$ cat src/hdl/utf8_sequence_decoder_unit_defines.svh
// Assertion macros shared by the UTF-8 sequence decoder RTL.
`ifndef UTF8_SEQUENCE_DECODER_UNIT_DEFINES_SVH
`define UTF8_SEQUENCE_DECODER_UNIT_DEFINES_SVH

// Same-cycle implication, checked outside reset.
`define USD_ASSERT_IMPLIES(label, clk, rst, cond, prop) \
   label: assert property (@(posedge clk) disable iff (rst) (cond) |-> (prop)) \
      else $error("usd: %s failed", "label");

// Next-cycle implication, checked outside reset.
`define USD_ASSERT_NEXT(label, clk, rst, cond, prop) \
   label: assert property (@(posedge clk) disable iff (rst) (cond) |=> (prop)) \
      else $error("usd: %s failed", "label");

`endif

$ cat src/hdl/usd_pkg.sv
// Package: types and constants of the UTF-8 sequence decoder.
package usd_pkg;

   localparam int ByteWidth      = 8;
   localparam int CodePointWidth = 31;
   localparam int LengthWidth    = 3;

   // Sequence lengths; zero marks a lead byte that starts no sequence
   localparam logic [LengthWidth-1:0] LenInvalid = 3'd0;
   localparam logic [LengthWidth-1:0] LenOne     = 3'd1;
   localparam logic [LengthWidth-1:0] LenTwo     = 3'd2;
   localparam logic [LengthWidth-1:0] LenThree   = 3'd3;
   localparam logic [LengthWidth-1:0] LenFour    = 3'd4;
   localparam logic [LengthWidth-1:0] LenFive    = 3'd5;
   localparam logic [LengthWidth-1:0] LenSix     = 3'd6;

   localparam logic [CodePointWidth-1:0] ReplacementChar = 31'h0000_FFFD;
   localparam logic [CodePointWidth-1:0] SurrogateLow    = 31'h0000_D800;
   localparam logic [CodePointWidth-1:0] SurrogateHigh   = 31'h0000_DFFF;
   localparam logic [CodePointWidth-1:0] NonCharFffe     = 31'h0000_FFFE;
   localparam logic [CodePointWidth-1:0] NonCharFfff     = 31'h0000_FFFF;

   // Smallest value that legitimately needs each length
   localparam logic [CodePointWidth-1:0] MinLenTwo   = 31'h0000_0080;
   localparam logic [CodePointWidth-1:0] MinLenThree = 31'h0000_0800;
   localparam logic [CodePointWidth-1:0] MinLenFour  = 31'h0001_0000;
   localparam logic [CodePointWidth-1:0] MinLenFive  = 31'h0020_0000;
   localparam logic [CodePointWidth-1:0] MinLenSix   = 31'h0400_0000;

   localparam logic [1:0] ContTag = 2'b10;

   typedef struct packed {
      logic [ByteWidth-1:0] lead_byte;
      logic [ByteWidth-1:0] second_byte;
      logic [ByteWidth-1:0] third_byte;
      logic [ByteWidth-1:0] fourth_byte;
      logic [ByteWidth-1:0] fifth_byte;
      logic [ByteWidth-1:0] sixth_byte;
   } req_payload_type;

   typedef struct packed {
      logic [CodePointWidth-1:0] code_point;
      logic [LengthWidth-1:0]    consumed_length;
   } rsp_payload_type;

endpackage

$ cat src/hdl/usd_req_if.sv
// Interface: request channel carrying one six-byte window per transaction.
interface usd_req_if;
   logic                          valid;
   logic                          ready;
   logic [usd_pkg::ByteWidth-1:0] lead_byte;
   logic [usd_pkg::ByteWidth-1:0] second_byte;
   logic [usd_pkg::ByteWidth-1:0] third_byte;
   logic [usd_pkg::ByteWidth-1:0] fourth_byte;
   logic [usd_pkg::ByteWidth-1:0] fifth_byte;
   logic [usd_pkg::ByteWidth-1:0] sixth_byte;

   modport source (
      output valid, lead_byte, second_byte, third_byte, fourth_byte, fifth_byte,
             sixth_byte,
      input  ready
   );

   modport sink (
      input  valid, lead_byte, second_byte, third_byte, fourth_byte, fifth_byte,
             sixth_byte,
      output ready
   );
endinterface

$ cat src/hdl/usd_rsp_if.sv
// Interface: response channel carrying one decoded character per transaction.
interface usd_rsp_if;
   logic                               valid;
   logic                               ready;
   logic [usd_pkg::CodePointWidth-1:0] code_point;
   logic [usd_pkg::LengthWidth-1:0]    consumed_length;

   modport source (
      output valid, code_point, consumed_length,
      input  ready
   );

   modport sink (
      input  valid, code_point, consumed_length,
      output ready
   );
endinterface

$ cat src/hdl/usd_decode.sv
// Combinational decode of one UTF-8 sequence from a six-byte window.
module usd_decode (
   input  usd_pkg::req_payload_type window,
   output usd_pkg::rsp_payload_type result
);

   logic [usd_pkg::LengthWidth-1:0]    seq_len;
   logic [5:1]                         cont;
   logic                               cont_ok;
   logic [usd_pkg::CodePointWidth-1:0] value;
   logic [usd_pkg::CodePointWidth-1:0] min_value;
   logic                               bad_value;

   // Lead byte class
   always_comb begin
      priority if (!window.lead_byte[7]) begin
         seq_len = usd_pkg::LenOne;
      end else if (!window.lead_byte[6]) begin
         seq_len = usd_pkg::LenInvalid;   // stray continuation byte
      end else if (!window.lead_byte[5]) begin
         seq_len = usd_pkg::LenTwo;
      end else if (!window.lead_byte[4]) begin
         seq_len = usd_pkg::LenThree;
      end else if (!window.lead_byte[3]) begin
         seq_len = usd_pkg::LenFour;
      end else if (!window.lead_byte[2]) begin
         seq_len = usd_pkg::LenFive;
      end else if (!window.lead_byte[1]) begin
         seq_len = usd_pkg::LenSix;
      end else begin
         seq_len = usd_pkg::LenInvalid;   // FE / FF
      end
   end

   assign cont[1] = (window.second_byte[7:6] == usd_pkg::ContTag);
   assign cont[2] = (window.third_byte[7:6]  == usd_pkg::ContTag);
   assign cont[3] = (window.fourth_byte[7:6] == usd_pkg::ContTag);
   assign cont[4] = (window.fifth_byte[7:6]  == usd_pkg::ContTag);
   assign cont[5] = (window.sixth_byte[7:6]  == usd_pkg::ContTag);

   // Payload assembly, continuation check and overlong threshold per length
   always_comb begin
      unique case (seq_len)
         usd_pkg::LenTwo: begin
            cont_ok   = cont[1];
            min_value = usd_pkg::MinLenTwo;
            value     = {20'd0, window.lead_byte[4:0], window.second_byte[5:0]};
         end
         usd_pkg::LenThree: begin
            cont_ok   = &cont[2:1];
            min_value = usd_pkg::MinLenThree;
            value     = {15'd0, window.lead_byte[3:0], window.second_byte[5:0],
                         window.third_byte[5:0]};
         end
         usd_pkg::LenFour: begin
            cont_ok   = &cont[3:1];
            min_value = usd_pkg::MinLenFour;
            value     = {10'd0, window.lead_byte[2:0], window.second_byte[5:0],
                         window.third_byte[5:0], window.fourth_byte[5:0]};
         end
         usd_pkg::LenFive: begin
            cont_ok   = &cont[4:1];
            min_value = usd_pkg::MinLenFive;
            value     = {5'd0, window.lead_byte[1:0], window.second_byte[5:0],
                         window.third_byte[5:0], window.fourth_byte[5:0],
                         window.fifth_byte[5:0]};
         end
         usd_pkg::LenSix: begin
            cont_ok   = &cont[5:1];
            min_value = usd_pkg::MinLenSix;
            value     = {window.lead_byte[0], window.second_byte[5:0],
                         window.third_byte[5:0], window.fourth_byte[5:0],
                         window.fifth_byte[5:0], window.sixth_byte[5:0]};
         end
         default: begin
            // single byte, or no valid lead
            cont_ok   = 1'b1;
            min_value = '0;
            value     = {24'd0, window.lead_byte[6:0]};
         end
      endcase
   end

   assign bad_value = (value < min_value)
                    || ((value >= usd_pkg::SurrogateLow) && (value <= usd_pkg::SurrogateHigh))
                    || (value == usd_pkg::NonCharFffe)
                    || (value == usd_pkg::NonCharFfff);

   always_comb begin
      priority if (seq_len == usd_pkg::LenInvalid || !cont_ok) begin
         result.code_point      = usd_pkg::ReplacementChar;
         result.consumed_length = usd_pkg::LenOne;
      end else if (seq_len == usd_pkg::LenOne) begin
         result.code_point      = value;
         result.consumed_length = usd_pkg::LenOne;
      end else begin
         result.code_point      = bad_value ? usd_pkg::ReplacementChar : value;
         result.consumed_length = seq_len;
      end
   end

endmodule

$ cat src/hdl/utf8_sequence_decoder_unit.sv
// Top level: registered UTF-8 sequence decoder with valid/ready channels.
//
// Usage
//   req_channel carries a six-byte window starting at a character boundary;
//   rsp_channel returns the code point (or FFFD when malformed) and how many
//   window bytes the sequence occupies, so the caller can advance its pointer.
//   A transaction happens on a rising edge with valid and ready both high.
// Timing: an accepted window is captured in the input register, then decoded
//   and loaded into the result register once that register is free or being
//   drained; the response is shown from the result register.
// Throughput: one transaction per cycle while rsp ready stays high; the decode
//   is a single pass of masking, concatenation and compares between the input
//   and result registers.
// Stall: when the receiver holds rsp ready low the result register holds its
//   transaction and the input register keeps one more; req ready falls only
//   once both are full. Up to two transactions are in flight.
// Reset: synchronous, active high; clears both valid flags, nothing else.
//   No state is carried between transactions.
`include "utf8_sequence_decoder_unit_defines.svh"

module utf8_sequence_decoder_unit (
   input  logic            clock,
   input  logic            reset,
   usd_req_if.sink         req_channel,
   usd_rsp_if.source       rsp_channel
);

   // input register stage
   logic                     in_valid_ff;
   logic                     in_valid_in;
   usd_pkg::req_payload_type in_data_ff;
   usd_pkg::req_payload_type in_data_in;
   usd_pkg::req_payload_type req_window;

   // result register stage
   logic                     out_valid_ff;
   logic                     out_valid_in;
   usd_pkg::rsp_payload_type out_data_ff;
   usd_pkg::rsp_payload_type out_data_in;
   usd_pkg::rsp_payload_type decoded;

   logic out_load;    // result register free or being drained
   logic req_accept;

   assign req_window = '{
      lead_byte:   req_channel.lead_byte,
      second_byte: req_channel.second_byte,
      third_byte:  req_channel.third_byte,
      fourth_byte: req_channel.fourth_byte,
      fifth_byte:  req_channel.fifth_byte,
      sixth_byte:  req_channel.sixth_byte
   };

   assign out_load          = !out_valid_ff || rsp_channel.ready;
   // input stage can take a new transaction when empty or moving on this cycle
   assign req_channel.ready = !in_valid_ff || out_load;
   assign req_accept        = req_channel.valid && req_channel.ready;

   usd_decode u_decode (
      .window (in_data_ff),
      .result (decoded)
   );

   always_comb begin
      in_valid_in = req_channel.ready ? req_channel.valid : in_valid_ff;
      in_data_in  = req_accept ? req_window : in_data_ff;
   end

   always_comb begin
      out_valid_in = out_load ? in_valid_ff : out_valid_ff;
      out_data_in  = (out_load && in_valid_ff) ? decoded : out_data_ff;
   end

   always_ff @(posedge clock) begin
      if (reset) begin
         in_valid_ff  <= 1'b0;
         out_valid_ff <= 1'b0;
      end else begin
         in_valid_ff  <= in_valid_in;
         out_valid_ff <= out_valid_in;
      end
   end

   // payload registers, no reset
   always_ff @(posedge clock) begin
      in_data_ff  <= in_data_in;
      out_data_ff <= out_data_in;
   end

   assign rsp_channel.valid           = out_valid_ff;
   assign rsp_channel.code_point      = out_data_ff.code_point;
   assign rsp_channel.consumed_length = out_data_ff.consumed_length;

   // ---- checks ----
   // an accepted window always lands in the input register
   `USD_ASSERT_NEXT(a_accept_lands, clock, reset, req_accept, in_valid_ff)
   // a blocked result keeps a pending input transaction in place
   `USD_ASSERT_NEXT(a_hold_when_blocked, clock, reset, in_valid_ff && !out_load, in_valid_ff && out_valid_ff)
   // length is always one to six
   `USD_ASSERT_IMPLIES(a_length_range, clock, reset, out_valid_ff, out_data_ff.consumed_length != usd_pkg::LenInvalid && out_data_ff.consumed_length != 3'd7)
   // a one-byte result is ASCII or the replacement character
   `USD_ASSERT_IMPLIES(a_single_byte_value, clock, reset, out_valid_ff && out_data_ff.consumed_length == usd_pkg::LenOne, out_data_ff.code_point < 31'h80 || out_data_ff.code_point == usd_pkg::ReplacementChar)

endmodule

$ cat src/flat_wrapper.sv
// flat-port wrapper written by rule: the top's interface ports become plain ports
module utf8_sequence_decoder_unit_flat 
  (clock, reset, req_channel_valid, req_channel_lead_byte, req_channel_second_byte, req_channel_third_byte, req_channel_fourth_byte, req_channel_fifth_byte, req_channel_sixth_byte, req_channel_ready, rsp_channel_valid, rsp_channel_code_point, rsp_channel_consumed_length, rsp_channel_ready);
  usd_req_if req_channel_i ();
  usd_rsp_if rsp_channel_i ();
  input  logic clock;
  input  logic reset;
  input wire logic [$bits(req_channel_i.valid)-1:0] req_channel_valid;
  input wire logic [$bits(req_channel_i.lead_byte)-1:0] req_channel_lead_byte;
  input wire logic [$bits(req_channel_i.second_byte)-1:0] req_channel_second_byte;
  input wire logic [$bits(req_channel_i.third_byte)-1:0] req_channel_third_byte;
  input wire logic [$bits(req_channel_i.fourth_byte)-1:0] req_channel_fourth_byte;
  input wire logic [$bits(req_channel_i.fifth_byte)-1:0] req_channel_fifth_byte;
  input wire logic [$bits(req_channel_i.sixth_byte)-1:0] req_channel_sixth_byte;
  output wire logic [$bits(req_channel_i.ready)-1:0] req_channel_ready;
  output wire logic [$bits(rsp_channel_i.valid)-1:0] rsp_channel_valid;
  output wire logic [$bits(rsp_channel_i.code_point)-1:0] rsp_channel_code_point;
  output wire logic [$bits(rsp_channel_i.consumed_length)-1:0] rsp_channel_consumed_length;
  input wire logic [$bits(rsp_channel_i.ready)-1:0] rsp_channel_ready;
  assign req_channel_i.valid = req_channel_valid;
  assign req_channel_i.lead_byte = req_channel_lead_byte;
  assign req_channel_i.second_byte = req_channel_second_byte;
  assign req_channel_i.third_byte = req_channel_third_byte;
  assign req_channel_i.fourth_byte = req_channel_fourth_byte;
  assign req_channel_i.fifth_byte = req_channel_fifth_byte;
  assign req_channel_i.sixth_byte = req_channel_sixth_byte;
  assign req_channel_ready = req_channel_i.ready;
  assign rsp_channel_valid = rsp_channel_i.valid;
  assign rsp_channel_code_point = rsp_channel_i.code_point;
  assign rsp_channel_consumed_length = rsp_channel_i.consumed_length;
  assign rsp_channel_i.ready = rsp_channel_ready;
  utf8_sequence_decoder_unit u_core (.clock(clock), .reset(reset), .req_channel(req_channel_i), .rsp_channel(rsp_channel_i));
endmodule
$ cat config.mk
export PLATFORM = sky130hd
export DESIGN_NAME = utf8_sequence_decoder_unit_flat
export DESIGN_NICKNAME = d
export VERILOG_FILES = /design/src/hdl/usd_pkg.sv /design/src/hdl/usd_req_if.sv /design/src/hdl/usd_rsp_if.sv /design/src/hdl/usd_decode.sv /design/src/hdl/utf8_sequence_decoder_unit.sv /design/src/flat_wrapper.sv
export VERILOG_INCLUDE_DIRS = /design/src /design/src/hdl
export SDC_FILE = /design/constraint.sdc
export NUM_CORES = 1
export LEC_CHECK = 0
export BUFFER_PORTS_ARGS = -buffer_cell sky130_fd_sc_hd__buf_2
export CAP_MARGIN = 5
export CORE_UTILIZATION = 59
export DETAILED_ROUTE_END_ITERATION = 8
export HOLD_SLACK_MARGIN = 0.06
export PLACE_DENSITY = 0.85
export SLEW_MARGIN = 5
export SYNTH_ARGS = -nofsm -noshare
export SYNTH_HDL_FRONTEND = slang
export SYNTH_HIERARCHICAL = 1
export SYNTH_SLANG_ARGS = --single-unit
export TNS_END_PERCENT = 50
$ cat constraint.sdc
create_clock -name clock -period 8 [get_ports clock]
set_input_delay 1.6 -clock clock [delete_from_list [all_inputs] [get_ports clock]]
set_output_delay 1.6 -clock clock [all_outputs]
set_load 0.02 [all_outputs]
==> results.toml, run 1 <==
[clocking]
cts_resized = 0
cts_made_buffers = 9
root_buffer = "clkbuf_8"
htree_levels = 3
post_cts_buffers = 0
clk_path_buf_depth = 2
postCtsHoldBufs = 0
tritoncts = "yes"
cts.clk_slew.worst_paths_ns = 0.09
cts_sinks = 84
clkLatencyLatePin_ns = 0.35

[grt]
first_global_vias = 3531
grt_usage_pct = 33.5
grt_max_degree = 49
grt_overflow = 0
grt_pass1_wl_um = 18300
antenna_found_initial = 0

[setup_path]
cp_data_arrival_time_ns = 4.41
crit_family = "simple AND/OR/NAND/NOR gates"
crit_top_cell = "o21ai_0"
startpoint = "u_core/in_data_ff[47]"
cp-start-kind = "flop"
reg2reg_slack_ns = 3.68
critical_path.endpoint_type = "flop"
worstSetupPathType = "flop to flop"
crit_path_max_incr_delay_ns = 0.82
r2r_start = "u_core/in_data_ff[47]"
required_ns = 8.09
critPathSlowestCell = "edfxtp_1"
cp_num_buf_inv = 1
worst-path-max-fanout = 21
path_cells = "nand4_1 > nor2_2 > inv_1 > o21ai_0 > ha_1 > nor2_1 > o21ai_0 > o2111ai_1 > o211ai_1 > a21oi_2 > or3_4 > o32a_1"

[yosys]
syn_nets = 418
syn_inst = 363
ys_types = 72
ys_warn_count = 6
synth_edf_count = 82
synth_flop_cell = "edfxtp_1"
netlist_area_um2 = 4260
ys_ff_latch = 84
ys_seq_area_share_pct = 58.7
ys_async_sr_fraction_pct = 0
synthesis.area_per_instance_um2 = 11.7

[die]
dieArea_um2 = 7570
fp.dieW_um = 87.0
die_h_um = 87.0
io_pins = 88
core_area_um2 = 6870
initial_utilization_pct = 62.0
std_cell_rows = 30

[finish]
layout_common_cells = "buf_2, edfxtp_1, o21ai_0, nand2_1, nor2_1"
syn_to_final_growth_pct = 15.4
n_fill_cell = 492
nNetsFinal = 496
layout-drive-gt1-share_pct = 26.5
final_cells = 542
fin_area_um2 = 4920
fin_util_pct = 71.6
layout_commonest_cell = "buf_2"
antenna_cells = 0

[timing]
min_period_over_period_pct = 53.9
setup_viol = 0
fmax_mhz = 232
worst_pin_slew_ns = 0.834
setup_tns_ns = 0
hold_viol_final = 0
fin_ws_ns = 3.68
fin_worst_skew_ns = 0.0138
holdWs_ns = 0.516
rsz0062_at_grt = "false"
slew_violations = 0
slew_headroom_pct = 44.4
final.min_clock_period_ns = 4.32

[drt]
detail_route.wl_per_cell_um = 22.3
postRouteAntennaNets = 0
drtIter0Drc = 459
vias = 3609
route.detailed.drc = 0
wl_um = 12100
drtPass1Iterations = 7
avgViaCountPerCell = 6.66

[pwr]
power_mw = 0.963
switchingPower_mw = 0.259
power.share.sequential_pct = 56.1
combPwrFrac_pct = 12.5
intPower_mw = 0.704
p_leak_nw = 1.84
swShare_pct = 26.9
irDropWorstVdd_mv = 0.129
power_density_nw_per_um2 = 196
clock_power_share_pct = 31.4

[status]
status = "complete, no violations"

[run]
cap_violations = 0

[placed_design]
dpl.hpwl_um = 8650
dpl.cell_count = 526
pre_cts_ws_ns = 3.83
postPlaceCellArea_um2 = 4720
portBuffers = 87
place_congestion = 0.986

[min_path]
hp-start = "u_core/in_valid_ff"
hold_class = "flop to flop"
## layer usage
metal	track usage [%]	wire length, um	vias to the layer above	part of all wire (%)
li1	-	-	1586	-
met1	42.7	4520	1658	37
met2	51.7	5610	309	46
met3	9.95	1440	56	12
met4	17.7	512	0	4.2
met5	0	0	-	0
## registers in the layout (all words and copies together) (netlist names)
register and flops:
u_core/in_data_ff 48, u_core/in_valid_ff 1, u_core/rsp_channel.code_point 31, u_core/rsp_channel.consumed_length 3
u_core/rsp_channel.valid 1
## area by class of cell
| class | instances | area (um^2) | area share (%) |
|---|---|---|---|
| flip-flops and latches | 84 | 2500 | 50.9 |
| multi-input cells | 241 | 1590 | 32.3 |
| repair buffers | 88 | 443 | 9.01 |
| clock buffers | 10 | 128 | 2.59 |
| well taps | 96 | 120 | 2.44 |
| clock inverters | 6 | 71.3 | 1.45 |
| inverters | 17 | 63.8 | 1.30 |
## power groups by stage
stage	logic (mW)	clock network, mW	registers, mW
after floorplan	0.0722	0	0.546
after global placement	0.114	0	0.547
after detailed placement	0.117	0	0.548
after CTS	0.117	0.304	0.538
after global routing	0.128	0.322	0.542
final	0.120	0.303	0.540
## cell usage after synthesis (4+ instances only)
master | n | area share, %
or4_1 | 4 | 0.70
nor3_1 | 8 | 0.94
inv_1 | 17 | 1.5
mux2i_1 | 4 | 0.94
nand3_1 | 9 | 1.1
clkbuf_1 | 8 | 0.70
edfxtp_1 | 82 | 58
a221oi_1 | 5 | 1.0
nand2b_1 | 8 | 1.2
and2_1 | 4 | 0.59
a22oi_1 | 6 | 1.1
nand3b_1 | 5 | 0.88
o21ai_0 | 28 | 3.3
buf_2 | 9 | 1.1
o211ai_1 | 6 | 1.1
a21o_1 | 7 | 1.2
nor2_1 | 21 | 1.8
a21oi_1 | 18 | 2.1
nand2_1 | 23 | 2.0
and3_1 | 8 | 1.2
## final timing paths
path | to | depth (start not counted)
worst max register to register | u_core/rsp_channel.code_point[0] | 12
worst min register to register | u_core/rsp_channel.valid | 2
worst min-delay path | u_core/rsp_channel.valid | 2
worst max-delay path | u_core/rsp_channel.code_point[0] | 12
## logic make-up (layout without fill, tap and decap cells)
group | after synthesis | after routing | share of synthesized area, %
buf+inv | 38 | 121 | 3.96
simple gates | 121 | 121 | 16.6
compound gates | 113 | 113 | 18.9
flops | 84 | 84 | 58.7
fa+ha+maj | 3 | 3 | 0.881
mux | 4 | 4 | 0.940
## worst min-delay path: stages, from the launching register on
cell     delay, ns
dfxtp_1       0.37
inv_1         0.07
a21oi_1       0.05
No activity file was read; power rests on OpenSTA's default activity.
==> run 2, diff against run 1 <==
--- a/config.mk
+++ b/config.mk
@@ -8,10 +8,10 @@
 export LEC_CHECK = 0
 export BUFFER_PORTS_ARGS = -buffer_cell sky130_fd_sc_hd__buf_2
 export CAP_MARGIN = 5
-export CORE_UTILIZATION = 59
+export CORE_UTILIZATION = 50
 export DETAILED_ROUTE_END_ITERATION = 8
 export HOLD_SLACK_MARGIN = 0.06
-export PLACE_DENSITY = 0.85
+export PLACE_DENSITY = 0.77
 export SLEW_MARGIN = 5
 export SYNTH_ARGS = -nofsm -noshare
 export SYNTH_HDL_FRONTEND = slang
==> constraint.sdc (replaced) <==
create_clock -name clock -period 3.8 [get_ports clock]
set_input_delay 0.76 -clock clock [delete_from_list [all_inputs] [get_ports clock]]
set_output_delay 0.76 -clock clock [all_outputs]
set_load 0.02 [all_outputs]
==> results.toml, run 2 (synthesis results as in run 1) <==
[setup_path]
cp_num_buf_inv = 2
cp-start-kind = "flop"
r2r_cells = 13
r2r_start = "u_core/in_data_ff[45]"
crit_top_cell = "o21ai_0"
crit_path_max_incr_delay_ns = 0.58
required_ns = 3.88
reg2reg_slack_ns = 0.28
worstSetupPathType = "flop to flop"
critical_path.endpoint_type = "flop"
path_cells = "nand4_1 > nor2_2 > inv_1 > o21ai_0 > ha_1 > nor2_1 > o21ai_0 > o2111ai_1 > o211ai_1 > a21oi_2 > buf_4 > nor3_1 > o21ai_0"
critPathSlowestCell = "edfxtp_1"
cp.depth = 13
crit_family = "simple AND/OR/NAND/NOR gates"
worst-path-max-fanout = 13
cp_data_arrival_time_ns = 3.60
reg2reg_to = "u_core/rsp_channel.code_point[9]"

[timing]
holdWs_ns = 0.521
slew_headroom_pct = 46.0
fin_ws_ns = 0.283
setup_viol = 0
final.min_clock_period_ns = 3.52
min_period_over_period_pct = 92.5
fin_worst_skew_ns = 0.0127
fmax_mhz = 284
worst_pin_slew_ns = 0.805
hold_viol_final = 0
slew_violations = 0
setup_tns_ns = 0
rsz0062_at_grt = "false"

[min_path]
hold-path-cell-count = 2
hp-start = "u_core/in_valid_ff"
min_to = "u_core/rsp_channel.valid"
hold_class = "flop to flop"

[clocking]
root_buffer = "clkbuf_8"
clkLatencyLatePin_ns = 0.36
cts_made_buffers = 9
htree_levels = 3
post_cts_buffers = 0
cts_sinks = 84
clk_path_buf_depth = 2
postCtsHoldBufs = 0
cts.clk_slew.worst_paths_ns = 0.09
tritoncts = "yes"

[die]
die_h_um = 94.3
io_pins = 88
fp.dieW_um = 94.3
core_area_um2 = 8220
initial_utilization_pct = 51.9
std_cell_rows = 33
dieArea_um2 = 8900

[finish]
n_fill_cell = 686
final_cells = 578
nNetsFinal = 523
multi_input_area_um2 = 1590
syn_to_final_growth_pct = 20.8
layout_commonest_cell = "buf_2"
layout-drive-gt1-share_pct = 30.4
regArea_um2 = 2500
antenna_cells = 0
fin_area_um2 = 5150
largest_register_ff_count = 48
fin_util_pct = 62.7
layout_common_cells = "buf_2, edfxtp_1, o21ai_0, buf_4, nand2_1"
top_register = "u_core/in_data_ff"

[drt]
route.detailed.drc = 0
wl_um = 12600
drtIter0Drc = 437
drtPass1Iterations = 6
vias = 3678
detail_route.wl_per_cell_um = 21.7
avgViaCountPerCell = 6.36
postRouteAntennaNets = 0

[run]
cap_violations = 0

[status]
status = "complete, no violations"

[grt]
grt_pass1_wl_um = 18600
first_global_vias = 3401
grt_usage_pct = 29.2
grt_overflow = 0
antenna_found_initial = 0
grt_max_degree = 49

[placed_design]
pre_cts_ws_ns = 0.204
place_congestion = 1.01
portBuffers = 87
postPlaceCellArea_um2 = 4960
dpl.cell_count = 562
dpl.hpwl_um = 9300

[pwr]
p_leak_nw = 1.98
irDropWorstVdd_mv = 0.256
power_mw = 2.06
power_density_nw_per_um2 = 400
## run 2: layer usage
metal	vias up	GRT usage, %	wire (um)
met3	38	5.83	1240
met5	-	0	0
met2	255	44.1	5750
met4	0	15.0	462
met1	1747	39.7	5110
li1	1638	-	-
## run 2: report_power, final
| part | internal, mW | leakage [nW] | switching [mW] |
|---|---|---|---|
| Sequential | 1.08 | 0.793 | 0.0408 |
| Combinational | 0.119 | 1.09 | 0.184 |
| Clock | 0.307 | 0.0939 | 0.329 |
| Total | 1.51 | 1.98 | 0.553 |
## run 2: worst register-to-register path: stages (launching register included)
cell and delay, ns:
edfxtp_1 0.58, nand4_1 0.28, nor2_2 0.37, inv_1 0.15, o21ai_0 0.29, ha_1 0.22
nor2_1 0.04, o21ai_0 0.12, o2111ai_1 0.19, o211ai_1 0.15, a21oi_2 0.06, buf_4 0.14
nor3_1 0.43, o21ai_0 0.21
## run 2: area by class of cell
class                           count  share of cell area [%]
Sequential cell                    84                    48.6
Multi-Input combinational cell    241                    30.9
Timing Repair Buffer              115                    13.0
Clock buffer                       11                    2.55
Tap cell                          105                    2.55
Inverter                           17                    1.24
Clock inverter                      5                    1.17
## run 2: repair_timing
item	4_1_cts	5_1_grt
endpoints found under the setup margin	0	2
hold endpoints to repair	0	0
gates resized for setup	0	1
## run 2: worst max-delay path by stage
stage	start	endpoint	slack, ns
after floorplan	u_core/in_data_ff[43]	u_core/rsp_channel.code_point[16]	0.62
after global placement	u_core/in_data_ff[43]	u_core/rsp_channel.code_point[0]	0.36
after detailed placement	u_core/in_data_ff[47]	u_core/rsp_channel.code_point[0]	0.20
after CTS	u_core/in_data_ff[47]	u_core/rsp_channel.code_point[0]	0.19
after global routing	u_core/in_data_ff[45]	u_core/rsp_channel.code_point[9]	0.05
final	u_core/in_data_ff[45]	u_core/rsp_channel.code_point[9]	0.28
